### config.mk
export PLATFORM = sky130hd
export DESIGN_NAME = kernel_virtual_address_translator_flat
export DESIGN_NICKNAME = d
export VERILOG_FILES = /design/src/rtl/core/kvat_pkg.sv /design/src/rtl/core/kvat_channels.sv /design/src/rtl/core/kvat_cfg_regs.sv /design/src/rtl/core/kvat_walk.sv /design/src/rtl/core/kernel_virtual_address_translator.sv /design/src/flat_wrapper.sv
export SDC_FILE = /design/constraint.sdc
export NUM_CORES = 1
export LEC_CHECK = 0
export BUFFER_PORTS_ARGS = -buffer_cell sky130_fd_sc_hd__buf_4
export CORE_MARGIN = 2
export CORE_UTILIZATION = 41
export CTS_CLUSTER_DIAMETER = 60
export CTS_CLUSTER_SIZE = 40
export DETAILED_ROUTE_END_ITERATION = 12
export HOLD_SLACK_MARGIN = 0.12
export PLACE_DENSITY_LB_ADDON = 0.05
export SYNTH_ARGS = -nofsm -noshare
export SYNTH_HDL_FRONTEND = slang
export SYNTH_HIERARCHICAL = 1
export SYNTH_SLANG_ARGS = --single-unit
### constraint.sdc
create_clock -name clk -period 5.4 [get_ports clk]
set_input_delay 0.27 -clock clk [delete_from_list [all_inputs] [get_ports clk]]
set_output_delay 0.27 -clock clk [all_outputs]
set_load 0.1 [all_outputs]
### src/rtl/core/kvat_pkg.sv
// Shared types and constants for the kernel virtual address translator.
`default_nettype none
package kvat_pkg;

  localparam int unsigned AddrW   = 32;
  localparam int unsigned FrameW  = 20;
  localparam int unsigned OffsetW = 12;
  localparam int unsigned IndexW  = 10;
  localparam int unsigned PaddrW  = 4;

  // Register map, one 32-bit register per word.
  localparam logic [1:0] REG_KERNEL_BASE   = 2'd0;
  localparam logic [1:0] REG_HIGH_MEM      = 2'd1;
  localparam logic [1:0] REG_KMAP_BASE     = 2'd2;
  localparam logic [1:0] REG_DIR_POINTER   = 2'd3;

  localparam logic [AddrW-1:0] KERNEL_BASE_RST = 32'hC000_0000;
  localparam logic [AddrW-1:0] HIGH_MEM_RST    = 32'hF800_0000;
  localparam logic [AddrW-1:0] KMAP_BASE_RST   = 32'hFE00_0000;
  localparam logic [AddrW-1:0] DIR_POINTER_RST = 32'h0000_0000;

  localparam logic [AddrW-1:0] FRAME_MASK = 32'hFFFF_F000;

  // Request actions.
  localparam logic ACT_TRANSLATE = 1'b0;
  localparam logic ACT_RESPONSE  = 1'b1;

  // Result kinds.
  localparam logic [1:0] KIND_READ = 2'd0;
  localparam logic [1:0] KIND_DONE = 2'd1;
  localparam logic [1:0] KIND_FAIL = 2'd2;

  // Address spaces.
  localparam logic SPACE_PHYS    = 1'b0;
  localparam logic SPACE_MACHINE = 1'b1;

  // Failure codes.
  localparam logic [2:0] FAIL_NONE       = 3'd0;
  localparam logic [2:0] FAIL_RANGE      = 3'd1;
  localparam logic [2:0] FAIL_READ       = 3'd2;
  localparam logic [2:0] FAIL_ZERO       = 3'd3;
  localparam logic [2:0] FAIL_UNEXPECTED = 3'd4;

  // Walk phases.
  localparam logic [1:0] PHASE_IDLE  = 2'd0;
  localparam logic [1:0] PHASE_DPTR  = 2'd1;
  localparam logic [1:0] PHASE_DIR   = 2'd2;
  localparam logic [1:0] PHASE_TABLE = 2'd3;

  typedef struct packed {
    logic [AddrW-1:0] kernel_base;
    logic [AddrW-1:0] high_memory_limit;
    logic [AddrW-1:0] kmap_base;
    logic [AddrW-1:0] directory_pointer_address;
  } cfg_t;

  typedef struct packed {
    logic             action;
    logic [AddrW-1:0] virtual_address;
    logic [AddrW-1:0] read_data;
    logic             read_fault;
  } req_t;

  typedef struct packed {
    logic [1:0]         result_kind;
    logic               address_space;
    logic [FrameW-1:0]  frame_number;
    logic [OffsetW-1:0] byte_offset;
    logic [2:0]         fail_code;
  } rsp_t;

endpackage
`default_nettype wire

### src/rtl/core/kvat_channels.sv
// Valid/ready channel interfaces for translator requests and results.
`default_nettype none
interface kvat_req_if;
  logic        valid;
  logic        ready;
  logic        action;
  logic [31:0] virtual_address;
  logic [31:0] read_data;
  logic        read_fault;

  modport source (output valid, action, virtual_address, read_data, read_fault,
                  input ready);
  modport sink   (input valid, action, virtual_address, read_data, read_fault,
                  output ready);
endinterface

interface kvat_rsp_if;
  logic        valid;
  logic        ready;
  logic [1:0]  result_kind;
  logic        address_space;
  logic [19:0] frame_number;
  logic [11:0] byte_offset;
  logic [2:0]  fail_code;

  modport source (output valid, result_kind, address_space, frame_number, byte_offset,
                  fail_code, input ready);
  modport sink   (input valid, result_kind, address_space, frame_number, byte_offset,
                  fail_code, output ready);
endinterface
`default_nettype wire

### src/rtl/core/kvat_cfg_regs.sv
// APB configuration register bank for the translator.
`default_nettype none
module kvat_cfg_regs
  import kvat_pkg::*;
(
  input  wire logic              clk,
  input  wire logic              rst,
  input  wire logic              psel,
  input  wire logic              penable,
  input  wire logic              pwrite,
  input  wire logic [PaddrW-1:0] paddr,
  input  wire logic [31:0]       pwdata,
  output logic      [31:0]       prdata,
  output logic                   pready,
  output cfg_t                   cfg
);

  logic       wr_en;
  logic [1:0] reg_sel;

  assign pready  = 1'b1;
  assign reg_sel = paddr[PaddrW-1:2];
  assign wr_en   = psel & penable & pwrite & pready;

  always_ff @(posedge clk) begin
    if (rst) begin
      cfg.kernel_base               <= KERNEL_BASE_RST;
      cfg.high_memory_limit         <= HIGH_MEM_RST;
      cfg.kmap_base                 <= KMAP_BASE_RST;
      cfg.directory_pointer_address <= DIR_POINTER_RST;
    end else if (wr_en) begin
      unique case (reg_sel)
        REG_KERNEL_BASE: cfg.kernel_base               <= pwdata;
        REG_HIGH_MEM:    cfg.high_memory_limit         <= pwdata;
        REG_KMAP_BASE:   cfg.kmap_base                 <= pwdata;
        REG_DIR_POINTER: cfg.directory_pointer_address <= pwdata;
        default: ;
      endcase
    end
  end

  always_comb begin
    unique case (reg_sel)
      REG_KERNEL_BASE: prdata = cfg.kernel_base;
      REG_HIGH_MEM:    prdata = cfg.high_memory_limit;
      REG_KMAP_BASE:   prdata = cfg.kmap_base;
      REG_DIR_POINTER: prdata = cfg.directory_pointer_address;
      default:         prdata = '0;
    endcase
  end

endmodule
`default_nettype wire

### src/rtl/core/kvat_walk.sv
// Per-request translation step and page-walk state registers.
`default_nettype none
module kvat_walk
  import kvat_pkg::*;
(
  input  wire logic clk,
  input  wire logic rst,
  input  wire logic advance,
  input  wire cfg_t cfg,
  input  wire req_t req,
  output rsp_t      rsp
);

  logic [1:0]       walk_phase;
  logic [1:0]       walk_phase_next;
  logic [AddrW-1:0] held_address;
  logic [AddrW-1:0] held_address_next;

  logic [AddrW-1:0] va;
  logic [AddrW-1:0] dir_ptr;
  logic [AddrW-1:0] table_ptr;
  logic [AddrW-1:0] final_addr;
  logic [AddrW-1:0] out_addr;
  logic             in_linear;
  logic             in_walked;

  assign va        = req.virtual_address;
  assign in_linear = (cfg.kernel_base < va) && (va < cfg.high_memory_limit);
  assign in_walked = (cfg.high_memory_limit < va) && (va < cfg.kmap_base);

  // Directory entry address: base word plus 4 * directory index.
  assign dir_ptr    = req.read_data + {20'd0, held_address[31:22], 2'b00};
  // Table entry address: frame of directory entry plus 4 * table index.
  assign table_ptr  = (req.read_data & FRAME_MASK) + {20'd0, held_address[21:12], 2'b00};
  assign final_addr = (req.read_data & FRAME_MASK) + {20'd0, held_address[11:0]};

  always_comb begin
    walk_phase_next   = walk_phase;
    held_address_next = held_address;
    rsp.result_kind   = KIND_FAIL;
    rsp.address_space = SPACE_PHYS;
    rsp.fail_code     = FAIL_NONE;
    out_addr          = '0;
    if (req.action == ACT_TRANSLATE) begin
      walk_phase_next = PHASE_IDLE;
      if (in_linear) begin
        rsp.result_kind = KIND_DONE;
        out_addr        = va - cfg.kernel_base;
      end else if (in_walked) begin
        held_address_next = va;
        walk_phase_next   = PHASE_DPTR;
        rsp.result_kind   = KIND_READ;
        out_addr          = cfg.directory_pointer_address - cfg.kernel_base;
      end else begin
        rsp.fail_code = FAIL_RANGE;
      end
    end else if (walk_phase == PHASE_IDLE) begin
      rsp.fail_code = FAIL_UNEXPECTED;
    end else if (req.read_fault) begin
      walk_phase_next = PHASE_IDLE;
      rsp.fail_code   = FAIL_READ;
    end else begin
      unique case (walk_phase)
        PHASE_DPTR: begin
          walk_phase_next = PHASE_DIR;
          rsp.result_kind = KIND_READ;
          out_addr        = dir_ptr - cfg.kernel_base;
        end
        PHASE_DIR: begin
          walk_phase_next   = PHASE_TABLE;
          rsp.result_kind   = KIND_READ;
          rsp.address_space = SPACE_MACHINE;
          out_addr          = table_ptr;
        end
        default: begin
          walk_phase_next = PHASE_IDLE;
          if (final_addr == '0) begin
            rsp.fail_code = FAIL_ZERO;
          end else begin
            rsp.result_kind   = KIND_DONE;
            rsp.address_space = SPACE_MACHINE;
            out_addr          = final_addr;
          end
        end
      endcase
    end
    rsp.frame_number = out_addr[AddrW-1:OffsetW];
    rsp.byte_offset  = out_addr[OffsetW-1:0];
  end

  always_ff @(posedge clk) begin
    if (rst) begin
      walk_phase   <= PHASE_IDLE;
      held_address <= '0;
    end else if (advance) begin
      walk_phase   <= walk_phase_next;
      held_address <= held_address_next;
    end
  end

endmodule
`default_nettype wire

### src/rtl/core/kernel_virtual_address_translator.sv
// Kernel virtual address translator: linear map plus two-level page-walk sequencing.
// A request passes through an input register, then a result register; a stalled result holds
// it in the input register. Throughput: one request per cycle while results are taken; the
// walk state advances as each request leaves the input register, so a memory response may
// follow its read request back to back.
// Reset (rst, synchronous): both pipeline registers empty, walk idle, config at default values.
`default_nettype none
module kernel_virtual_address_translator
  import kvat_pkg::*;
(
  input  wire logic              clk,
  input  wire logic              rst,
  // APB configuration port
  input  wire logic              psel,
  input  wire logic              penable,
  input  wire logic              pwrite,
  input  wire logic [PaddrW-1:0] paddr,
  input  wire logic [31:0]       pwdata,
  output logic      [31:0]       prdata,
  output logic                   pready,
  // Channels
  kvat_req_if.sink               request,
  kvat_rsp_if.source             result
);

  cfg_t cfg;
  req_t in_item;
  rsp_t step_rsp;
  rsp_t out_item;
  logic in_valid;
  logic out_valid;
  logic advance;

  kvat_cfg_regs u_cfg (
    .clk     (clk),
    .rst     (rst),
    .psel    (psel),
    .penable (penable),
    .pwrite  (pwrite),
    .paddr   (paddr),
    .pwdata  (pwdata),
    .prdata  (prdata),
    .pready  (pready),
    .cfg     (cfg)
  );

  // Move the held request into the result register when that slot is free or draining.
  assign advance       = in_valid & (~out_valid | result.ready);
  // Take a new request whenever the input register empties this cycle.
  assign request.ready = ~in_valid | advance;

  always_ff @(posedge clk) begin
    if (rst) begin
      in_valid <= 1'b0;
    end else if (request.ready) begin
      in_valid <= request.valid;
    end
  end

  // Payload needs no reset; capture on every accepted request.
  always_ff @(posedge clk) begin
    if (request.valid & request.ready) begin
      in_item.action          <= request.action;
      in_item.virtual_address <= request.virtual_address;
      in_item.read_data       <= request.read_data;
      in_item.read_fault      <= request.read_fault;
    end
  end

  // Single-pass translate step; walk state updates only when the request advances.
  kvat_walk u_walk (
    .clk     (clk),
    .rst     (rst),
    .advance (advance),
    .cfg     (cfg),
    .req     (in_item),
    .rsp     (step_rsp)
  );

  // Result register: hold until taken, refill in the same cycle if another request advances.
  always_ff @(posedge clk) begin
    if (rst) begin
      out_valid <= 1'b0;
    end else if (advance) begin
      out_valid <= 1'b1;
    end else if (result.ready) begin
      out_valid <= 1'b0;
    end
  end

  always_ff @(posedge clk) begin
    if (advance) begin
      out_item <= step_rsp;
    end
  end

  assign result.valid         = out_valid;
  assign result.result_kind   = out_item.result_kind;
  assign result.address_space = out_item.address_space;
  assign result.frame_number  = out_item.frame_number;
  assign result.byte_offset   = out_item.byte_offset;
  assign result.fail_code     = out_item.fail_code;

endmodule
`default_nettype wire

### src/flat_wrapper.sv
// flat-port wrapper written by rule: the top's interface ports become plain ports
module kernel_virtual_address_translator_flat import kvat_pkg::*;
  (clk, rst, psel, penable, pwrite, paddr, pwdata, prdata, pready, request_valid, request_action, request_virtual_address, request_read_data, request_read_fault, request_ready, result_valid, result_result_kind, result_address_space, result_frame_number, result_byte_offset, result_fail_code, result_ready);
  kvat_req_if request_i ();
  kvat_rsp_if result_i ();
  input  wire logic clk;
  input  wire logic rst;
  input  wire logic psel;
  input  wire logic penable;
  input  wire logic pwrite;
  input  wire logic [PaddrW-1:0] paddr;
  input  wire logic [31:0] pwdata;
  output logic      [31:0] prdata;
  output logic pready;
  input wire logic [$bits(request_i.valid)-1:0] request_valid;
  input wire logic [$bits(request_i.action)-1:0] request_action;
  input wire logic [$bits(request_i.virtual_address)-1:0] request_virtual_address;
  input wire logic [$bits(request_i.read_data)-1:0] request_read_data;
  input wire logic [$bits(request_i.read_fault)-1:0] request_read_fault;
  output wire logic [$bits(request_i.ready)-1:0] request_ready;
  output wire logic [$bits(result_i.valid)-1:0] result_valid;
  output wire logic [$bits(result_i.result_kind)-1:0] result_result_kind;
  output wire logic [$bits(result_i.address_space)-1:0] result_address_space;
  output wire logic [$bits(result_i.frame_number)-1:0] result_frame_number;
  output wire logic [$bits(result_i.byte_offset)-1:0] result_byte_offset;
  output wire logic [$bits(result_i.fail_code)-1:0] result_fail_code;
  input wire logic [$bits(result_i.ready)-1:0] result_ready;
  assign request_i.valid = request_valid;
  assign request_i.action = request_action;
  assign request_i.virtual_address = request_virtual_address;
  assign request_i.read_data = request_read_data;
  assign request_i.read_fault = request_read_fault;
  assign request_ready = request_i.ready;
  assign result_valid = result_i.valid;
  assign result_result_kind = result_i.result_kind;
  assign result_address_space = result_i.address_space;
  assign result_frame_number = result_i.frame_number;
  assign result_byte_offset = result_i.byte_offset;
  assign result_fail_code = result_i.fail_code;
  assign result_i.ready = result_ready;
  kernel_virtual_address_translator u_core (.clk(clk), .rst(rst), .psel(psel), .penable(penable), .pwrite(pwrite), .paddr(paddr), .pwdata(pwdata), .prdata(prdata), .pready(pready), .request(request_i), .result(result_i));
endmodule
# [After elaboration in Yosys (flattened, before gate mapping)]
# Index checks and enable logic that the tools add are counted.
[classes] add_sub_neg=6 n_lt_le_gt_ge=4 eq_ne=6 muxes=31 n_bitwise=10 n_reduce_logical=14
[op_table] operator="$mux 32" n=6
[op_table] operator="$lt 32x32->1" n=4
[op_table] operator="$pmux 32 s4" n=1
[op_table] operator="$add 32x12->32" n=3
[op_table] operator="$sub 32x32->32" n=3
[op_table] operator="$pmux 32 s2" n=1
[op_table] operator="$logic_not 32->1" n=1
[op_table] operator="$mux 2" n=10
[op_table] operator="$mux 3" n=5
[op_table] operator="$reduce_and 2->1" n=5
[op_table] operator="$eq 2x2->1 const B" n=3
[op_table] operator="$mux 1" n=6
[op_table] operator="$and 1x1->1" n=4
[op_table] operator="$eq 2x1->1 const B" n=2
[op_table] operator="$logic_not 2->1" n=2
[op_table] operator="$not 1->1" n=4
[op_table] operator="$pmux 2 s2" n=1
[op_table] operator="$reduce_and 4->1" n=1
[op_table] operator="$reduce_or 3->1" n=1
[op_table] operator="$logic_and 1x1->1" n=2
[op_table] operator="$ne 2x2->1 const B" n=1
[op_table] operator="$or 1x1->1" n=2
[op_table] operator="$pmux 1 s2" n=1
[op_table] operator="$reduce_bool 2->1" n=1
[op_table] operator="$reduce_or 2->1" n=1
[totals] regBits=268 input_bits=109 wordCells=88

# [Depth between registers and ports, before layout]
[logic_depth] depth_word=7 depth_mapped=15 ltp_nobuf=15

# [Modules after synthesis]
# Netlist, hierarchy kept.
[by_module_without_submodules] module="kvat_walk" instances=1 cells_per_inst=1340 area_per_inst_um2=9542.9 seq_area_each_um2=680.7
[by_module_without_submodules] module="kvat_cfg_regs" instances=1 cells_per_inst=537 area_per_inst_um2=5893.2 seq_area_each_um2=2562.5
[by_module_without_submodules] module="kernel_virtual_address_translator" instances=1 cells_per_inst=114 area_per_inst_um2=3226.8 seq_area_each_um2=3163.0

# [Worst setup path before layout]
# OpenSTA, ideal clock, no wires.
[synth_path] path_kind="reg2reg" start="register u_core/u_cfg/cfg[97] (netlist name)" end="register u_core.out_item, in the netlist u_core/result.frame_number[17] (data pin)" arrival_time_ns=3.161 slack_ns=1.981 path_stages_with_launch=15 period_less_slack_ns=3.419 cell_sequence="dfxtp_1 inv_1 ha_1 ha_1 inv_1 fa_1 nand2b_1 a211o_1 a31oi_1 a41oi_1 o211ai_1 a21boi_0 xor2_1 nor2_1 a211o_1"
[synth_rtl] item="end signal, assigned" line="kernel_virtual_address_translator.sv:93" rtl="out_item <= step_rsp;"
[synth_rtl] item="end, declared" line="kernel_virtual_address_translator.sv:29" rtl="rsp_t out_item;"

==> reports/metrics.cfg <==
[synth]
yosys_most_used_dff=dfxtp_1
synthArstFlopShare=0
yosys_register_bits=268
synth_cell_type_count=83
yosysWarnings=6
synth_edf_count=104
netlist_area_sq_um=18700
syn_avg_cell_area_sq_um=9.37
syn-num-nets=2293
syn_inst=1991
seq_area_frac_synth=0.343

[cts]
htreeDepth=1
cts_tree=built
ctsRootBufferMaster=clkbuf_16
ctsLongestPathBuffers=3
numCtsBuffers=31
clk_pin_slew_worst_paths_ns=0.07
clk_latency_ns=0.61
numClockSinks=268
cts_setup_buffers=0

[floorplanning]
ioPinCount=182
coreArea_sq_um=45200
die_h_um=217
rows=78
dieWidth_um=217
start_util=0.413
dieArea_sq_um=47200

[critical_path]
cp_max_fo=5
crit_family=compound AO/OA/AOI/OAI gates
crit_arrival_ns=4.69
crit_type=reg -> reg
cp.required_ns=5.76
max_stage_delay_ns=0.45
startpoint_type=flop
path_cells=inv_1, ha_1, ha_1, inv_1, fa_1, nand2b_1, a211o_1, a31oi_1, a41oi_1, o211ai_1, a211oi_1, xor2_1, o221ai_1, a21o_1
crit_buf_inv=2
cp_slowest_cell=o211ai_1
worstSetupEndpointType=flop

[placement]
io_buffer_count=178
dp_hpwl_um=48200
post-place-ws_ns=1.10
place_congestion=0.932

[final_layout]
fillers=4269
nets=2533
seqCellArea_sq_um=6410
layout-drive-gt1-share=0.137
syn_to_final_growth_pct=21.3
multi_input_area_sq_um=11200

[timing]
setup-tns-final_ns=0
finalHoldViolCount=0
rsz0062_at_grt=no
setup_slack_ns=1.07
clock_skew_ns=0.0166
setup_viol=0
fin_crit_sh=0.802
slew_headroom=0.315
worst_slew_pin_slew_ns=1.02
fin_worst_hold_slack_ns=0.241
slew_viol_final=0
post-route-min-period_ns=4.33
fmax_mhz=231

[routing]
drt_wl_total_um=64200
drc=0
viasPerCell=5.61
drt-initial-drc-count=1526
dr.pass1.iters=5
drtAntennaViolNets=0
post_drt_wl_per_cell_um=22.5
vias=16014

[grt]
grt_overflow_total=0
antenna_found_initial=0
groute.usage.overall=0.265
grt_pass1_vias=15330
grt_max_degree=80
grt_pass1_wl_um=94200

[pwr]
power_density_nw_per_um2=260
vdd_drop_max_uv=247
power_leakage_uw=0.00984

[status]
status=completed

[run]
drv_cap=0

[min_path]
hold_path_class=in -> reg

-- final cells by class --
class,count,share of cell area
timing repair buffer,299,0.110
sequential,268,0.283
antenna,1,0.000111
inverter,167,0.0277
tap,600,0.0332
clock inverter,26,0.0158
multi-input combinational,1464,0.496
clock buffer,32,0.0344
-- per-layer routing --
layer  part of all wire  vias to the layer above  GRT usage
met2               0.43                      512      0.401
met3              0.062                       67     0.0313
met1               0.48                     7733      0.397
li1                   -                     7702          -
met4              0.022                        0     0.0708
met5                  0                        -          0
-- cells in the final DEF, fill, tap and decap left out, drive strengths merged, types with 28 or more instances in the layout --
cell         instances
buf                198
inv                181
ha                 180
dfxtp              164
o21ai              139
mux2i              138
nand2b             134
nor2               128
a21oi              127
edfxtp             104
dlygate4sd3        101
nand2               90
a21o                49
xnor2               49
nor2b               41
nand4               36
mux4                32
clkbuf              32
nand3               28
-- state kept, by name (all words and copies together), names as in the netlist --
register and cells:
u_core/u_cfg/cfg 128, u_core/in_item 66, u_core/u_walk/held_address 32, u_core/result.frame_number 20, u_core/result.byte_offset 12, u_core/result.fail_code 3, u_core/result.result_kind 2, u_core/u_walk/walk_phase 2
u_core/in_valid 1, u_core/result.address_space 1, u_core/result.valid 1
-- logic make-up after synthesis --
kind of cell | count (synthesis) | share of synthesized area
simple gates | 541 | 0.153
compound gates | 483 | 0.164
mux | 170 | 0.113
buf+inv | 259 | 0.0567
fa+ha+maj | 193 | 0.135
xor+xnor | 76 | 0.0357
other cells | 1 | 0.000201
flops | 268 | 0.343
-- metrics by stage --
stage	cells	cell area, sq um	power (uW)	utilization
after global placement	2697	20500	3560	0.453
final	2857	22600	5900	0.501
after global routing	2856	22600	6140	0.501
after CTS	2856	22600	5930	0.501
after detailed placement	2697	20500	3570	0.453
after floorplan	1991	18700	3160	-
-- worst reg2reg max path, delay by kind of cell (launching register included) --
kind | cells | cell delay (ns)
xor gates and xnor gates | 1 | 0.20
and+or+nand+nor | 1 | 0.19
DFF | 1 | 0.44
adders and majority gates | 3 | 0.97
AOI/OAI and AO/OA | 7 | 2.02
buffers and inverters | 2 | 0.27
-- repair_timing --
action,4_1_cts,5_1_grt
gates resized for setup,0,0
hold buffers,101,0
endpoints found under the hold margin,196,0
-- worst paths after layout --
| check | endpoint | start | cells past startpoint | slack, ns |
|---|---|---|---|---|
| worst max-delay path | u_core/result.frame_number[15] | u_core/u_cfg/cfg[97] | 14 | 1.07 |
| worst min register to register | u_core/u_cfg/cfg[117] | u_core/u_cfg/cfg[117] | 2 | 0.49 |
| worst min-delay path | u_core/result.valid | rst | 2 | 0.24 |
| worst max register to register | u_core/result.frame_number[15] | u_core/u_cfg/cfg[97] | 14 | 1.07 |
-- synthesized netlist by cell type (all sizes together) (8+ instances only) --
master    n  area, sq um
ha      180         2250
inv     167          627
dfxtp   164         3280
o21ai   139          696
mux2i   138         1380
nand2b  134          838
nor2    128          480
a21oi   127          639
edfxtp  104         3120
nand2    90          338
clkbuf   61          229
a21o     49          368
xnor2    49          429
nor2b    41          257
nand4    36          231
mux4     32          721
buf      31          201
nand3    28          145
xor2     27          236
nor3     24          125
a22oi    19          143
a211oi   18          135
nor4     16          100
o211ai   16          120
fa       13          260
o21a     12         90.1
a211o     9         78.8
a31oi     9         56.3
o221ai    9         78.8
a221o     8         80.1
and3      8         50.1
o21bai    8         60.1
or3       8         50.1
-- where the power goes --
group	leakage (uW)	total [uW]	switching, uW	internal [uW]
Combinational	0.00695	1340	826	518
Sequential	0.00234	2260	81.9	2180
Clock	0.000547	2300	1060	1230
(Power assumes the default switching activity.)
